==> src/rtl/bse_pkg.sv <==
package bse_pkg;

  localparam int DEPTH      = 64;
  localparam int DATA_WIDTH = 32;
  localparam int ADDR_W     = $clog2(DEPTH);
  localparam int CNT_W      = $clog2(DEPTH + 1);
  localparam int CMD_W      = 3;
  localparam int POS_W      = 7;
  localparam int STAT_W     = 2;

  typedef enum logic [CMD_W-1:0] {
    CMD_PUSH    = 3'd0,
    CMD_POP     = 3'd1,
    CMD_REVERSE = 3'd2,
    CMD_DEDUPE  = 3'd3,
    CMD_READ    = 3'd4
  } cmd_t;

  typedef enum logic [STAT_W-1:0] {
    ST_OK    = 2'd0,
    ST_EMPTY = 2'd1,
    ST_FULL  = 2'd2,
    ST_RANGE = 2'd3
  } stat_t;

  typedef enum logic [3:0] {
    S_IDLE,
    S_DISPATCH,
    S_TOP_ISSUE,
    S_TOP_TAKE,
    S_RD_TAKE,
    S_REV_RD_LO,
    S_REV_RD_HI,
    S_REV_WR_LO,
    S_REV_WR_HI,
    S_DD_RD_V,
    S_DD_LATCH_V,
    S_DD_SCAN,
    S_DD_CMP,
    S_DD_CP_RD,
    S_DD_CP_WR,
    S_DONE
  } state_t;

  // micro-operations issued by the controller to the datapath
  typedef enum logic [4:0] {
    OP_NONE,
    OP_LOAD,
    OP_PUSH,
    OP_POP,
    OP_FAIL_EMPTY,
    OP_FAIL_FULL,
    OP_FAIL_RANGE,
    OP_RD_ISSUE,
    OP_RD_TAKE,
    OP_TOP_ISSUE,
    OP_TOP_TAKE,
    OP_REV_INIT,
    OP_REV_RD_LO,
    OP_REV_RD_HI,
    OP_REV_WR_LO,
    OP_REV_WR_HI,
    OP_DD_INIT,
    OP_DD_RD_V,
    OP_DD_LATCH_V,
    OP_DD_SCAN,
    OP_DD_NEXT_J,
    OP_DD_SKIP,
    OP_DD_WR,
    OP_DD_CP_INIT,
    OP_DD_CP_RD,
    OP_DD_CP_WR,
    OP_DD_COMMIT,
    OP_FINISH
  } dp_op_t;

  typedef struct packed {
    cmd_t cmd;
    logic full;
    logic empty;
    logic lt2;
    logic range_bad;
    logic rev_more;
    logic k_done;
    logic a_eq_kept;
    logic j_done;
    logic match;
  } dp_stat_t;

endpackage

==> src/rtl/bse_ram.sv <==
module bse_ram #(
  parameter int WIDTH = 32,
  parameter int DEPTH = 64
) (
  input  logic                     clk,
  input  logic                     we,
  input  logic [$clog2(DEPTH)-1:0] waddr,
  input  logic [WIDTH-1:0]         wdata,
  input  logic [$clog2(DEPTH)-1:0] raddr,
  output logic [WIDTH-1:0]         rdata
);

  logic [WIDTH-1:0] mem_r [DEPTH];
  logic [WIDTH-1:0] rdata_r;

  always_ff @(posedge clk) begin
    if (we) begin
      mem_r[waddr] <= wdata;
    end
    rdata_r <= mem_r[raddr];
  end

  assign rdata = rdata_r;

endmodule

==> src/rtl/bse_dp.sv <==
module bse_dp (
  input  logic                                clk,
  input  logic                                rst_n,
  input  bse_pkg::dp_op_t                     op,
  output bse_pkg::dp_stat_t                   st,
  input  logic [bse_pkg::CMD_W-1:0]           in_command,
  input  logic signed [bse_pkg::DATA_WIDTH-1:0] in_push_value,
  input  logic signed [bse_pkg::POS_W-1:0]    in_position,
  output logic                                out_valid,
  output logic signed [bse_pkg::DATA_WIDTH-1:0] out_data_out,
  output logic [bse_pkg::STAT_W-1:0]          out_status,
  output logic [bse_pkg::CNT_W-1:0]           out_depth_used,
  output logic signed [bse_pkg::DATA_WIDTH-1:0] out_top_value,
  output logic                                out_top_valid
);

  import bse_pkg::*;

  cmd_t                  cmd_r, cmd_nxt;
  logic [DATA_WIDTH-1:0] val_r, val_nxt;
  logic [POS_W-1:0]      pos_r, pos_nxt;
  logic [CNT_W-1:0]      cnt_r, cnt_nxt;
  logic [DATA_WIDTH-1:0] top_r, top_nxt;
  logic [DATA_WIDTH-1:0] data_r, data_nxt;
  stat_t                 status_r, status_nxt;
  logic [CNT_W-1:0]      idx_a_r, idx_a_nxt;
  logic [CNT_W-1:0]      idx_b_r, idx_b_nxt;
  logic [CNT_W-1:0]      kept_r, kept_nxt;
  logic [DATA_WIDTH-1:0] hold_r, hold_nxt;

  logic                  out_valid_r, out_valid_nxt;
  logic [DATA_WIDTH-1:0] out_data_r, out_data_nxt;
  stat_t                 out_status_r, out_status_nxt;
  logic [CNT_W-1:0]      out_depth_r, out_depth_nxt;
  logic [DATA_WIDTH-1:0] out_top_r, out_top_nxt;
  logic                  out_top_valid_r, out_top_valid_nxt;

  logic                  st_we, sc_we;
  logic [ADDR_W-1:0]     st_waddr, st_raddr, sc_waddr, sc_raddr;
  logic [DATA_WIDTH-1:0] st_wdata, st_rdata, sc_wdata, sc_rdata;

  logic [CNT_W-1:0]      cnt_dec, dd_src, cp_src, rd_n, rd_off;
  logic [ADDR_W-1:0]     rd_addr;

  assign cnt_dec = cnt_r - CNT_W'(1);
  assign dd_src  = cnt_dec - idx_a_r;
  assign cp_src  = kept_r - CNT_W'(1) - idx_a_r;

  // negative position counts from the bottom: -1 -> 0, -2 -> 1, ...
  assign rd_n    = pos_r[POS_W-1] ? CNT_W'({1'b0, ~pos_r[POS_W-2:0]})
                                  : CNT_W'(pos_r[POS_W-2:0]);
  assign rd_off  = pos_r[POS_W-1] ? rd_n : (cnt_dec - rd_n);
  assign rd_addr = rd_off[ADDR_W-1:0];

  assign st.cmd       = cmd_r;
  assign st.full      = (cnt_r == CNT_W'(DEPTH));
  assign st.empty     = (cnt_r == '0);
  assign st.lt2       = (cnt_r < CNT_W'(2));
  assign st.range_bad = !(rd_n < cnt_r);
  assign st.rev_more  = ((idx_a_r + CNT_W'(2)) < idx_b_r);
  assign st.k_done    = (idx_a_r == cnt_r);
  assign st.a_eq_kept = (idx_a_r == kept_r);
  assign st.j_done    = (idx_b_r == kept_r);
  assign st.match     = (sc_rdata == hold_r);

  bse_ram #(.WIDTH(DATA_WIDTH), .DEPTH(DEPTH)) u_store (
    .clk   (clk),
    .we    (st_we),
    .waddr (st_waddr),
    .wdata (st_wdata),
    .raddr (st_raddr),
    .rdata (st_rdata)
  );

  // scratch holds the kept words, top first, during dedupe
  bse_ram #(.WIDTH(DATA_WIDTH), .DEPTH(DEPTH)) u_scratch (
    .clk   (clk),
    .we    (sc_we),
    .waddr (sc_waddr),
    .wdata (sc_wdata),
    .raddr (sc_raddr),
    .rdata (sc_rdata)
  );

  always_comb begin
    cmd_nxt           = cmd_r;
    val_nxt           = val_r;
    pos_nxt           = pos_r;
    cnt_nxt           = cnt_r;
    top_nxt           = top_r;
    data_nxt          = data_r;
    status_nxt        = status_r;
    idx_a_nxt         = idx_a_r;
    idx_b_nxt         = idx_b_r;
    kept_nxt          = kept_r;
    hold_nxt          = hold_r;
    out_valid_nxt     = 1'b0;
    out_data_nxt      = out_data_r;
    out_status_nxt    = out_status_r;
    out_depth_nxt     = out_depth_r;
    out_top_nxt       = out_top_r;
    out_top_valid_nxt = out_top_valid_r;
    st_we    = 1'b0;
    st_waddr = '0;
    st_wdata = '0;
    st_raddr = '0;
    sc_we    = 1'b0;
    sc_waddr = '0;
    sc_wdata = '0;
    sc_raddr = '0;
    unique case (op)
      OP_NONE: begin
      end
      OP_LOAD: begin
        cmd_nxt    = cmd_t'(in_command);
        val_nxt    = in_push_value;
        pos_nxt    = in_position;
        data_nxt   = '0;
        status_nxt = ST_OK;
      end
      OP_PUSH: begin
        st_we    = 1'b1;
        st_waddr = cnt_r[ADDR_W-1:0];
        st_wdata = val_r;
        cnt_nxt  = cnt_r + CNT_W'(1);
        top_nxt  = val_r;
      end
      OP_POP: begin
        cnt_nxt  = cnt_dec;
        data_nxt = top_r;
      end
      OP_FAIL_EMPTY: status_nxt = ST_EMPTY;
      OP_FAIL_FULL:  status_nxt = ST_FULL;
      OP_FAIL_RANGE: status_nxt = ST_RANGE;
      OP_RD_ISSUE:   st_raddr   = rd_addr;
      OP_RD_TAKE:    data_nxt   = st_rdata;
      OP_TOP_ISSUE:  st_raddr   = cnt_dec[ADDR_W-1:0];
      OP_TOP_TAKE:   top_nxt    = (cnt_r == '0) ? '0 : st_rdata;
      OP_REV_INIT: begin
        idx_a_nxt = '0;
        idx_b_nxt = cnt_dec;
      end
      OP_REV_RD_LO: st_raddr = idx_a_r[ADDR_W-1:0];
      OP_REV_RD_HI: begin
        st_raddr = idx_b_r[ADDR_W-1:0];
        hold_nxt = st_rdata;
      end
      OP_REV_WR_LO: begin
        st_we    = 1'b1;
        st_waddr = idx_a_r[ADDR_W-1:0];
        st_wdata = st_rdata;
      end
      OP_REV_WR_HI: begin
        st_we     = 1'b1;
        st_waddr  = idx_b_r[ADDR_W-1:0];
        st_wdata  = hold_r;
        idx_a_nxt = idx_a_r + CNT_W'(1);
        idx_b_nxt = idx_b_r - CNT_W'(1);
      end
      OP_DD_INIT: begin
        idx_a_nxt = '0;
        kept_nxt  = '0;
      end
      OP_DD_RD_V: begin
        st_raddr  = dd_src[ADDR_W-1:0];
        idx_b_nxt = '0;
      end
      OP_DD_LATCH_V: hold_nxt  = st_rdata;
      OP_DD_SCAN:    sc_raddr  = idx_b_r[ADDR_W-1:0];
      OP_DD_NEXT_J:  idx_b_nxt = idx_b_r + CNT_W'(1);
      OP_DD_SKIP:    idx_a_nxt = idx_a_r + CNT_W'(1);
      OP_DD_WR: begin
        sc_we     = 1'b1;
        sc_waddr  = kept_r[ADDR_W-1:0];
        sc_wdata  = hold_r;
        kept_nxt  = kept_r + CNT_W'(1);
        idx_a_nxt = idx_a_r + CNT_W'(1);
      end
      OP_DD_CP_INIT: idx_a_nxt = '0;
      OP_DD_CP_RD:   sc_raddr  = cp_src[ADDR_W-1:0];
      OP_DD_CP_WR: begin
        st_we     = 1'b1;
        st_waddr  = idx_a_r[ADDR_W-1:0];
        st_wdata  = sc_rdata;
        idx_a_nxt = idx_a_r + CNT_W'(1);
      end
      // top entry survives dedupe, so top_r needs no reload
      OP_DD_COMMIT: cnt_nxt = kept_r;
      OP_FINISH: begin
        out_valid_nxt     = 1'b1;
        out_data_nxt      = data_r;
        out_status_nxt    = status_r;
        out_depth_nxt     = cnt_r;
        out_top_nxt       = (cnt_r == '0) ? '0 : top_r;
        out_top_valid_nxt = (cnt_r != '0);
      end
      default: begin
      end
    endcase
  end

  always_ff @(posedge clk) begin
    if (!rst_n) begin
      cnt_r       <= '0;
      top_r       <= '0;
      out_valid_r <= 1'b0;
    end else begin
      cnt_r       <= cnt_nxt;
      top_r       <= top_nxt;
      out_valid_r <= out_valid_nxt;
    end
  end

  always_ff @(posedge clk) begin
    cmd_r           <= cmd_nxt;
    val_r           <= val_nxt;
    pos_r           <= pos_nxt;
    data_r          <= data_nxt;
    status_r        <= status_nxt;
    idx_a_r         <= idx_a_nxt;
    idx_b_r         <= idx_b_nxt;
    kept_r          <= kept_nxt;
    hold_r          <= hold_nxt;
    out_data_r      <= out_data_nxt;
    out_status_r    <= out_status_nxt;
    out_depth_r     <= out_depth_nxt;
    out_top_r       <= out_top_nxt;
    out_top_valid_r <= out_top_valid_nxt;
  end

  assign out_valid      = out_valid_r;
  assign out_data_out   = out_data_r;
  assign out_status     = out_status_r;
  assign out_depth_used = out_depth_r;
  assign out_top_value  = out_top_r;
  assign out_top_valid  = out_top_valid_r;

endmodule

==> src/rtl/bse_ctrl.sv <==
module bse_ctrl (
  input  logic              clk,
  input  logic              rst_n,
  input  logic              start,
  output logic              busy,
  input  bse_pkg::dp_stat_t st,
  output bse_pkg::dp_op_t   op
);

  import bse_pkg::*;

  state_t state_r, state_nxt;

  always_ff @(posedge clk) begin
    if (!rst_n) begin
      state_r <= S_IDLE;
    end else begin
      state_r <= state_nxt;
    end
  end

  assign busy = (state_r != S_IDLE);

  always_comb begin
    state_nxt = state_r;
    unique case (state_r)
      S_IDLE: begin
        if (start) begin
          state_nxt = S_DISPATCH;
        end
      end
      S_DISPATCH: begin
        unique case (st.cmd)
          CMD_PUSH:    state_nxt = S_DONE;
          CMD_POP:     state_nxt = st.empty ? S_DONE : S_TOP_ISSUE;
          CMD_REVERSE: state_nxt = st.lt2 ? S_DONE : S_REV_RD_LO;
          CMD_DEDUPE:  state_nxt = S_DD_RD_V;
          CMD_READ:    state_nxt = st.range_bad ? S_DONE : S_RD_TAKE;
          default:     state_nxt = S_DONE;
        endcase
      end
      S_TOP_ISSUE:  state_nxt = S_TOP_TAKE;
      S_TOP_TAKE:   state_nxt = S_DONE;
      S_RD_TAKE:    state_nxt = S_DONE;
      S_REV_RD_LO:  state_nxt = S_REV_RD_HI;
      S_REV_RD_HI:  state_nxt = S_REV_WR_LO;
      S_REV_WR_LO:  state_nxt = S_REV_WR_HI;
      S_REV_WR_HI:  state_nxt = st.rev_more ? S_REV_RD_LO : S_TOP_ISSUE;
      S_DD_RD_V:    state_nxt = st.k_done ? S_DD_CP_RD : S_DD_LATCH_V;
      S_DD_LATCH_V: state_nxt = S_DD_SCAN;
      S_DD_SCAN:    state_nxt = st.j_done ? S_DD_RD_V : S_DD_CMP;
      S_DD_CMP:     state_nxt = st.match ? S_DD_RD_V : S_DD_SCAN;
      S_DD_CP_RD:   state_nxt = st.a_eq_kept ? S_DONE : S_DD_CP_WR;
      S_DD_CP_WR:   state_nxt = S_DD_CP_RD;
      S_DONE:       state_nxt = S_IDLE;
      default:      state_nxt = S_IDLE;
    endcase
  end

  always_comb begin
    op = OP_NONE;
    unique case (state_r)
      S_IDLE: begin
        if (start) begin
          op = OP_LOAD;
        end
      end
      S_DISPATCH: begin
        unique case (st.cmd)
          CMD_PUSH:    op = st.full ? OP_FAIL_FULL : OP_PUSH;
          CMD_POP:     op = st.empty ? OP_FAIL_EMPTY : OP_POP;
          CMD_REVERSE: op = st.lt2 ? OP_NONE : OP_REV_INIT;
          CMD_DEDUPE:  op = OP_DD_INIT;
          CMD_READ:    op = st.range_bad ? OP_FAIL_RANGE : OP_RD_ISSUE;
          default:     op = OP_NONE;
        endcase
      end
      S_TOP_ISSUE:  op = OP_TOP_ISSUE;
      S_TOP_TAKE:   op = OP_TOP_TAKE;
      S_RD_TAKE:    op = OP_RD_TAKE;
      S_REV_RD_LO:  op = OP_REV_RD_LO;
      S_REV_RD_HI:  op = OP_REV_RD_HI;
      S_REV_WR_LO:  op = OP_REV_WR_LO;
      S_REV_WR_HI:  op = OP_REV_WR_HI;
      S_DD_RD_V:    op = st.k_done ? OP_DD_CP_INIT : OP_DD_RD_V;
      S_DD_LATCH_V: op = OP_DD_LATCH_V;
      S_DD_SCAN:    op = st.j_done ? OP_DD_WR : OP_DD_SCAN;
      S_DD_CMP:     op = st.match ? OP_DD_SKIP : OP_DD_NEXT_J;
      S_DD_CP_RD:   op = st.a_eq_kept ? OP_DD_COMMIT : OP_DD_CP_RD;
      S_DD_CP_WR:   op = OP_DD_CP_WR;
      S_DONE:       op = OP_FINISH;
      default:      op = OP_NONE;
    endcase
  end

endmodule

==> src/rtl/bounded_stack_engine.sv <==
// Result strobe follows the dispatch and finish states for push, failed ops, unused codes and
// reverse of fewer than two entries; read adds a take state, pop a top reload (issue, take).
// Reverse of N >= 2 entries: floor(N/2) swaps (read lo, read hi, write lo, write hi), then
// a top reload. Dedupe: each entry, top first, is checked against the K kept ones in scratch.
// A new transaction can be taken in the strobe cycle but never while busy, so none overlap.
// Synchronous active-low reset empties the stack; RAM contents are left as is.
module bounded_stack_engine (
  input  logic                                  clk,
  input  logic                                  rst_n,
  input  logic                                  start,
  output logic                                  busy,
  input  logic [bse_pkg::CMD_W-1:0]             in_command,
  input  logic signed [bse_pkg::DATA_WIDTH-1:0] in_push_value,
  input  logic signed [bse_pkg::POS_W-1:0]      in_position,
  output logic                                  out_valid,
  output logic signed [bse_pkg::DATA_WIDTH-1:0] out_data_out,
  output logic [bse_pkg::STAT_W-1:0]            out_status,
  output logic [bse_pkg::CNT_W-1:0]             out_depth_used,
  output logic signed [bse_pkg::DATA_WIDTH-1:0] out_top_value,
  output logic                                  out_top_valid
);

  import bse_pkg::*;

  dp_op_t   op;
  dp_stat_t st;

  bse_ctrl u_ctrl (
    .clk   (clk),
    .rst_n (rst_n),
    .start (start),
    .busy  (busy),
    .st    (st),
    .op    (op)
  );

  bse_dp u_dp (
    .clk            (clk),
    .rst_n          (rst_n),
    .op             (op),
    .st             (st),
    .in_command     (in_command),
    .in_push_value  (in_push_value),
    .in_position    (in_position),
    .out_valid      (out_valid),
    .out_data_out   (out_data_out),
    .out_status     (out_status),
    .out_depth_used (out_depth_used),
    .out_top_value  (out_top_value),
    .out_top_valid  (out_top_valid)
  );

endmodule

==> config.mk <==
export PLATFORM = sky130hd
export DESIGN_NAME = bounded_stack_engine
export DESIGN_NICKNAME = d
export VERILOG_FILES = /design/src/rtl/bse_pkg.sv /design/src/rtl/bse_ram.sv /design/src/rtl/bse_dp.sv /design/src/rtl/bse_ctrl.sv /design/src/rtl/bounded_stack_engine.sv
export SDC_FILE = /design/constraint.sdc
export NUM_CORES = 2
export LEC_CHECK = 0
export BUFFER_PORTS_ARGS = -buffer_cell sky130_fd_sc_hd__buf_2
export CAP_MARGIN = 5
export CELL_PAD_IN_SITES_DETAIL_PLACEMENT = 0
export CELL_PAD_IN_SITES_GLOBAL_PLACEMENT = 2
export CORE_UTILIZATION = 50
export DETAILED_ROUTE_END_ITERATION = 6
export PLACE_DENSITY_LB_ADDON = 0.1
export SYNTH_ARGS = -nofsm -noshare
export SYNTH_HDL_FRONTEND = slang
export SYNTH_HIERARCHICAL = 1
export SYNTH_SLANG_ARGS = --single-unit
==> constraint.sdc <==
create_clock -name clk -period 8.5 [get_ports clk]
set_input_delay 0.425 -clock clk [delete_from_list [all_inputs] [get_ports clk]]
set_output_delay 0.425 -clock clk [all_outputs]
set_load 0.01 [all_outputs]
Word-level counts from Yosys, hierarchy flattened. Memory sizes are Yosys's and may differ from the RTL's. A register that Yosys moved wholly into a read port is not among the register bits. Cells that the tools add are included.

Add/subtract/negate cells: 11. Magnitude comparators: 3. Equal/unequal tests: 52. Multiplexer cells: 45. Bitwise gates (word level): 1. Reductions and logical operators: 18.

Operator list (number): $pmux W32 S4 (1); $pmux W32 S3 (1); $pmux W5 S16 (1); $mux W32 (2); $pmux W32 S2 (1); $eq A5 B5 Y1 const B (12); $pmux W4 S15 (1); $eq A5 B4 Y1 const B (8); $eq A32 B32 Y1 (1); $eq A4 B4 Y1 const B (8); $pmux W6 S5 (1); $add A7 B1 Y7 const B (4); $pmux W7 S2 (2); $pmux W7 S4 (1); $pmux W5 S5 (1); $eq A7 B7 Y1 (3); $mux W3 (7); $pmux W7 S3 (1); $eq A5 B3 Y1 const B (4); $mux W4 (5); $mux W6 (3); $pmux W6 S3 (1); $sub A6 B6 Y6 (3); $eq A4 B3 Y1 const B (4); 30 further kinds (54).

Register bits after elaboration: 247. RAM bits: 4096. Output and inout port bits: 76. Word-level logic and storage cells: 150. Memories: 2.

Memory list: u_dp.u_scratch.mem_r (words 64, width 32, rd ports 1, clocked after memory_dff 1, write ports 1, RTL line bse_ram.sv:13) `logic [WIDTH-1:0] mem_r [DEPTH];`; u_dp.u_store.mem_r (words 64, width 32, rd ports 1, clocked after memory_dff 1, write ports 1, RTL line bse_ram.sv:13).

Longest topological paths before layout.
Word-level depth: 11. Gate-level depth with buffers: 32.

By module. The synthesis kept the hierarchy.

By module, submodules not included: bse_ram (times used 2, cells each 3324, area an instance 78515.3 um^2); bse_dp (times used 1, cells each 1064, area an instance 12804.8 um^2); bse_ctrl (times used 1, cells each 101, area an instance 650.6 um^2).

Worst setup path before layout. Ideal clock, no wire load.

Kind: register -> register. From: register u_dp.pos_r[6]. To: memory u_dp.u_store.mem_r[48][0], enable pin. Library setup time: 0.461 ns. Arrival: 6.240 ns. Setup slack: 1.799 ns. Stages on the path, launching flop included: 25. Path buffers: 6. Period minus slack after synthesis: 6.701 ns. Cell sequence: edfxtp_1 > clkbuf_1 > buf_1 > xor2_1 > ha_1 > o21a_1 > o21a_1 > o21a_1 > o21ai_0 > a21oi_1 > nand2b_1 > a21boi_0 > o21ai_0 > o31ai_1 > nand2b_1 > buf_2 > nor3_4 > buf_6 > buf_2 > a222oi_1 > inv_1 > clkbuf_1 > nor2b_1 > nand4b_1 > nor3_1.

Elaborated cells on any way between the ends: 15.

RTL lines: start: declaration (RTL line bse_dp.sv:21) `logic [POS_W-1:0] pos_r, pos_nxt;`; start signal: assignment (RTL line bse_dp.sv:217) `pos_r <= pos_nxt;`; $mux W6 (*) (RTL line bse_dp.sv:50) `assign rd_n = pos_r[POS_W-1] ? CNT_W'({1'b0, ~pos_r[POS_W-2:0]})`; $lt A7 B7 Y1 (*) (RTL line bse_dp.sv:59) `assign st.range_bad = !(rd_n < cnt_r);`; $mux W1 (*) (RTL line bse_ctrl.sv:74) `CMD_READ: op = st.range_bad ? OP_FAIL_RANGE : OP_RD_ISSUE;`; $pmux W5 S5 (*) (RTL line bse_ctrl.sv:69) `unique case (st.cmd)`; $pmux W5 S16 (*) (RTL line bse_ctrl.sv:62) `unique case (state_r)`; via op[0] (RTL line bounded_stack_engine.sv:25) `dp_op_t op;`; $eq A5 B4 Y1 / $eq A5 B5 Y1 (equally long branches) (RTL line bse_dp.sv:111) `unique case (op)`; $reduce_or A2 Y1 (no line); $pmux W6 S3 (*) (RTL line bse_dp.sv:111); via u_dp.st_waddr[3] (RTL line bse_dp.sv:39) `logic [ADDR_W-1:0] st_waddr, st_raddr, sc_waddr, sc_raddr;`; end: declaration (RTL line bse_ram.sv:13).

The timed path passes the listed nets; every way through them passes the cells marked *.

Final worst setup path.
From: register u_dp.pos_r[6]. To: register u_dp.u_store.rdata_r[24] (netlist: u_dp/u_store/rdata[24]) (read register of u_dp.u_store.mem_r).

Longest elaborated chain between the ends: 7. Elaborated cells on any way between the ends: 13.

Ends and longest elaborated chain: $mux W6 (*) (RTL line bse_dp.sv:50); $lt A7 B7 Y1 (*) (RTL line bse_dp.sv:59); $mux W1 (*) (RTL line bse_ctrl.sv:74); $pmux W5 S5 (*) (RTL line bse_ctrl.sv:69); $pmux W5 S16 (*) (RTL line bse_ctrl.sv:62); via op[0] (RTL line bounded_stack_engine.sv:25); $eq A5 B5 Y1 (tied with other cells) (RTL line bse_dp.sv:111); $pmux W6 S5 (*) (RTL line bse_dp.sv:111); via u_dp.st_raddr[0] (RTL line bse_dp.sv:39); end: declaration (RTL line bse_ram.sv:14) `logic [WIDTH-1:0] rdata_r;`.

Marks and branches as above. A chain may end at the register's enable or synchronous reset.

==> impl_metrics.yaml <==
final_layout:
  area_growth_syn_to_layout_pct: 14.0
  final_layout_size_suffix_gt1_share_pct: 29.0
  utilization_pct: 57.2
  num-nets-final: 8474
  finalNonFillerCells: 13323
  fill_cells: 25054
die:
  design.die.area_um2: 343000
  initial_utilization_pct: 50.2
  die_y_um: 586
  core_area_um2: 340000
  row_count: 214
  boundaryPins: 121
  chip_width_um: 586
worst_setup_path:
  timing.critical_path.from_type: "flop"
  crit_required_ps: 9220
  timing_worst_setup_path_type: "reg -> reg"
  worstReg2RegStart: "u_dp/pos_r[6]"
  worstPathArrival_ps: 9020
  timing.critical_path.to_type: "flop"
  startpoint: "u_dp/pos_r[6]"
  reg2reg_depth: 26
  worstPathMaxFanout: 22
global_routing:
  first_global_vias: 83714
  grt_antenna_before_repair: 56
  grt_first_pass_wirelength_um: 667000
  grt.overflow.total: 0
  gr-usage-all-layers_pct: 28.1
  grt_start_max_net_pins: 78
routing:
  postRouteWirelength_um: 481000
  detail_route.wl_per_cell_um: 36.1
  remaining_drc_errors: 0
  number_of_iterations_in_the_first_detailed_routing_pass: 6
  drt-vias-per-instance: 6.41
  drt_iter0_markers: 10206
  vias: 85402
  ant_nets: 0
synth:
  post_synth.cell_area_avg_um2: 21.8
  syn_inst: 7813
  synth.area.top_cells: "sky130_fd_sc_hd__edfxtp_1 76%, sky130_fd_sc_hd__mux4_2 14%, sky130_fd_sc_hd__mux2i_1 1.3%"
  synth.lib_cells_used.distinct: 79
  yosys_register_bits: 4407
  synthesis.yosys.warnings: 6
  synth.cell_area_um2: 170000
  synth.largest_area_cell: "sky130_fd_sc_hd__edfxtp_1"
  synth_top_cell_area_share_pct: 75.7
  yosys_most_used_dff: "sky130_fd_sc_hd__edfxtp_1"
  count_of_flip_flops_with_a_built_in_enable_after_synthesis: 4299
  async_flop_share_pct: 0
  ys_seq_area_share_pct: 77.0
  synth_fp_nets: 7900
power_and_ir_drop:
  netSwitchingPower_w: 0.0229
  powerDensity_nw_per_um2: 347
  power.clock.fraction_pct: 28.6
  cell_internal_power_w: 0.0445
  worst_ir_drop_vdd_v: 0.000403
  p_sw_share_pct: 34.0
  power_frac_seq_pct: 39.1
  cellLeakagePower_nw: 61.2
  share_comb_of_total_power_pct: 32.3
min_path:
  worst_hold_path.num_cells: 2
  hold_path.class: "in -> reg"
  hp_start: "in_push_value[17]"
placement:
  detailed_placement_hpwl_um: 294000
  placedCellCount: 12427
  place.port_buffers: 120
  gp_congestion: 0.868
timing:
  final_hold_violation_count: 0
  final.setup.tns_ps: 0
  drv_slew: 0
  relSlewSlack_pct: 10.3
  period_utilization_post_route_pct: 97.7
  setup_viol: 0
  clock-skew-final_ps: 40.3
  worst-slew-pin-transition_ps: 1350
  rsz0062_at_grt: "no"
  min_period_ps: 8300
  maxClockFrequency_mhz: 120
clock_network:
  clock_sink_count: 4407
  ctsLongestPathBuffers: 4
  cts_htree_levels: 5
  clk_pin_slew_worst_paths_ps: 60
  clkLatencyLatePin_ps: 980
  tritoncts: "yes"
  clock_tree.root_cell: "sky130_fd_sc_hd__clkbuf_16"
  cts-buffers-inserted: 447
outcome:
  outcome: "finished clean"
run:
  max_cap_viol_count: 0
[timing repair]
item | in CTS | in global routing
hold buffers | 44 | 0
endpoints found under the setup margin | 0 | 2
buffers inserted | 0 | 3
resized for setup | 0 | 1
hold endpoints to repair | 52 | 0
[worst paths after layout]
check / end / slack (ps)
worst max register to register: u_dp/u_store/rdata[24] / 200
worst max-delay path: u_dp/u_store/rdata[24] / 200
worst min register to register: u_dp/out_data_out[8] / 420
worst min-delay path: u_dp/val_r[17] / 160
[metal layers]
metal  vias up  part of all wire [%]  track usage, %
met4         6                   2.2            6.09
met1     46841                    43            43.0
met5         -                0.0083               0
li1      34062                     -               -
met3       558                    10            6.59
met2      3935                    45            41.4
[cell families (layout without fill, tap and decap cells)]
family | count (synthesis) | after routing | synth area share [%]
adders and majority gates | 42 | 42 | 0.326
and+or+nand+nor | 781 | 781 | 2.23
muxes | 1315 | 1315 | 15.7
buffers and inverters | 488 | 1445 | 1.41
DFF | 4407 | 4407 | 77.0
AOI/OAI and AO/OA | 688 | 688 | 2.87
other | 0 | 17 | 0
xor gates and xnor gates | 92 | 92 | 0.477
[critical path: stages, from the launching register on]
cell and delay, ps:
sky130_fd_sc_hd__edfxtp_1 800, sky130_fd_sc_hd__xor2_1 270, sky130_fd_sc_hd__ha_1 290, sky130_fd_sc_hd__nor2b_1 180, sky130_fd_sc_hd__o21a_1 210, sky130_fd_sc_hd__o21a_1 170
sky130_fd_sc_hd__o21a_1 170, sky130_fd_sc_hd__o21ai_0 240, sky130_fd_sc_hd__a21oi_1 120, sky130_fd_sc_hd__nand2b_1 200, sky130_fd_sc_hd__a21boi_0 200, sky130_fd_sc_hd__o21ai_0 170
sky130_fd_sc_hd__o31ai_4 150, sky130_fd_sc_hd__buf_4 340, sky130_fd_sc_hd__nand2_1 120, sky130_fd_sc_hd__buf_4 210, sky130_fd_sc_hd__nor2_1 390, sky130_fd_sc_hd__a21oi_1 180
sky130_fd_sc_hd__o31ai_4 110, sky130_fd_sc_hd__buf_12 180, sky130_fd_sc_hd__buf_12 180, sky130_fd_sc_hd__buf_4 460, sky130_fd_sc_hd__buf_4 300, sky130_fd_sc_hd__mux4_2 550
sky130_fd_sc_hd__mux4_2 550, sky130_fd_sc_hd__o22ai_1 890, sky130_fd_sc_hd__nor2_1 360
[per-stage QoR]
stage / total power (W) / hold WS (ps) / setup WS [ps] / cell area, um2
after floorplan: 0.0393 / 400 / 1800 / 170000
after global placement: 0.0483 / 406 / 202 / 179000
after detailed placement: 0.0484 / 405 / 432 / 179000
after CTS: 0.0676 / 89.7 / 321 / 194000
after global routing: 0.0695 / 132 / 38.6 / 194000
final: 0.0674 / 165 / 199 / 194000
[cells in the mapped netlist (44+ instances only)]
master,number
sky130_fd_sc_hd__edfxtp_1,4299
sky130_fd_sc_hd__mux4_2,1088
sky130_fd_sc_hd__nor2_1,330
sky130_fd_sc_hd__mux2i_1,226
sky130_fd_sc_hd__clkbuf_1,180
sky130_fd_sc_hd__o22ai_1,171
sky130_fd_sc_hd__a21oi_1,163
sky130_fd_sc_hd__buf_2,141
sky130_fd_sc_hd__nand2_1,121
sky130_fd_sc_hd__dfxtp_1,108
sky130_fd_sc_hd__and2_1,77
sky130_fd_sc_hd__a22oi_1,73
sky130_fd_sc_hd__xor2_1,64
sky130_fd_sc_hd__o221ai_1,57
sky130_fd_sc_hd__buf_4,54
sky130_fd_sc_hd__buf_1,45
sky130_fd_sc_hd__inv_1,45
sky130_fd_sc_hd__a22o_1,44
[placed cells by master (no fill, tap or decap), types with 14 or more instances in the layout]
cell                            synthesis  layout
sky130_fd_sc_hd__a21oi_1              163     163
sky130_fd_sc_hd__a22o_1                44      44
sky130_fd_sc_hd__a22oi_1               73      73
sky130_fd_sc_hd__a2bb2oi_2             28      28
sky130_fd_sc_hd__a311oi_1              16      16
sky130_fd_sc_hd__and2_1                77      44
sky130_fd_sc_hd__and2_2                 0      24
sky130_fd_sc_hd__buf_12                 3      51
sky130_fd_sc_hd__buf_2                141     120
sky130_fd_sc_hd__buf_4                 54     350
sky130_fd_sc_hd__bufinv_16              0      37
sky130_fd_sc_hd__clkbuf_1             180     109
sky130_fd_sc_hd__clkbuf_16              0     449
sky130_fd_sc_hd__clkbuf_8               0      17
sky130_fd_sc_hd__clkinv_1               1      84
sky130_fd_sc_hd__clkinv_2               0      86
sky130_fd_sc_hd__clkinvlp_4             0      17
sky130_fd_sc_hd__dfxtp_1              108     108
sky130_fd_sc_hd__diode_2                0      17
sky130_fd_sc_hd__dlygate4sd3_1          0      44
sky130_fd_sc_hd__edfxtp_1            4299    4299
sky130_fd_sc_hd__ha_1                  38      38
sky130_fd_sc_hd__inv_1                 45      45
sky130_fd_sc_hd__mux2i_1              226     226
sky130_fd_sc_hd__mux4_2              1088    1088
sky130_fd_sc_hd__nand2_1              121      96
sky130_fd_sc_hd__nand2_2                0      24
sky130_fd_sc_hd__nand2b_1              29      28
sky130_fd_sc_hd__nand3_1               32      32
sky130_fd_sc_hd__nand3b_1              14      14
sky130_fd_sc_hd__nor2_1               330     201
sky130_fd_sc_hd__nor2_2                28      30
sky130_fd_sc_hd__nor2_4                 0     127
sky130_fd_sc_hd__nor2b_1               38      38
sky130_fd_sc_hd__nor3_1                29      23
sky130_fd_sc_hd__o21ai_0               36      31
sky130_fd_sc_hd__o221ai_1              57      56
sky130_fd_sc_hd__o22ai_1              171     170
sky130_fd_sc_hd__xnor2_1               27      27
sky130_fd_sc_hd__xor2_1                64      64
[final cells by class]
cell class	count	area (um2)	share of cell area (%)
Antenna cell	17	42.5	0.0219
Inverter	46	173	0.0888
Clock buffer	575	11900	6.11
Sequential cell	4407	131000	67.5
Multi-Input combinational cell	2918	38100	19.6
Tap cell	4536	5680	2.92
Timing Repair Buffer	567	4710	2.42
Clock inverter	257	2480	1.28
[power by group through the flow]
stage	Sequential (W)	Clock, W	Combinational (W)
3_5_place_dp	0.0267	0	0.0217
4_1_cts	0.0263	0.0196	0.0217
3_3_place_gp	0.0267	0	0.0216
2_1_floorplan	0.0261	0	0.0131
6_report	0.0263	0.0193	0.0218
5_1_grt	0.0263	0.0204	0.0228
[sequential cells by signal (all words and copies together), names as in the netlist, 2 cells and up]
register / flops
u_dp/kept_r: 7
u_dp/idx_b_r: 7
u_dp/val_r: 32
u_dp/out_data_out: 32
u_dp/hold_r: 32
u_dp/data_r: 32
u_dp/status_r: 2
u_dp/u_scratch/rdata: 32
u_dp/u_scratch/mem_r: 2048
u_dp/cmd_r: 3
u_dp/pos_r: 7
u_dp/u_store/mem_r: 2048
u_ctrl/state_r: 4
u_dp/out_top_value: 32
u_dp/out_depth_used: 7
u_dp/top_r: 32
u_dp/u_store/rdata: 32
u_dp/cnt_r: 7
u_dp/idx_a_r: 7
u_dp/out_status: 2
(Power assumes the default switching activity.)
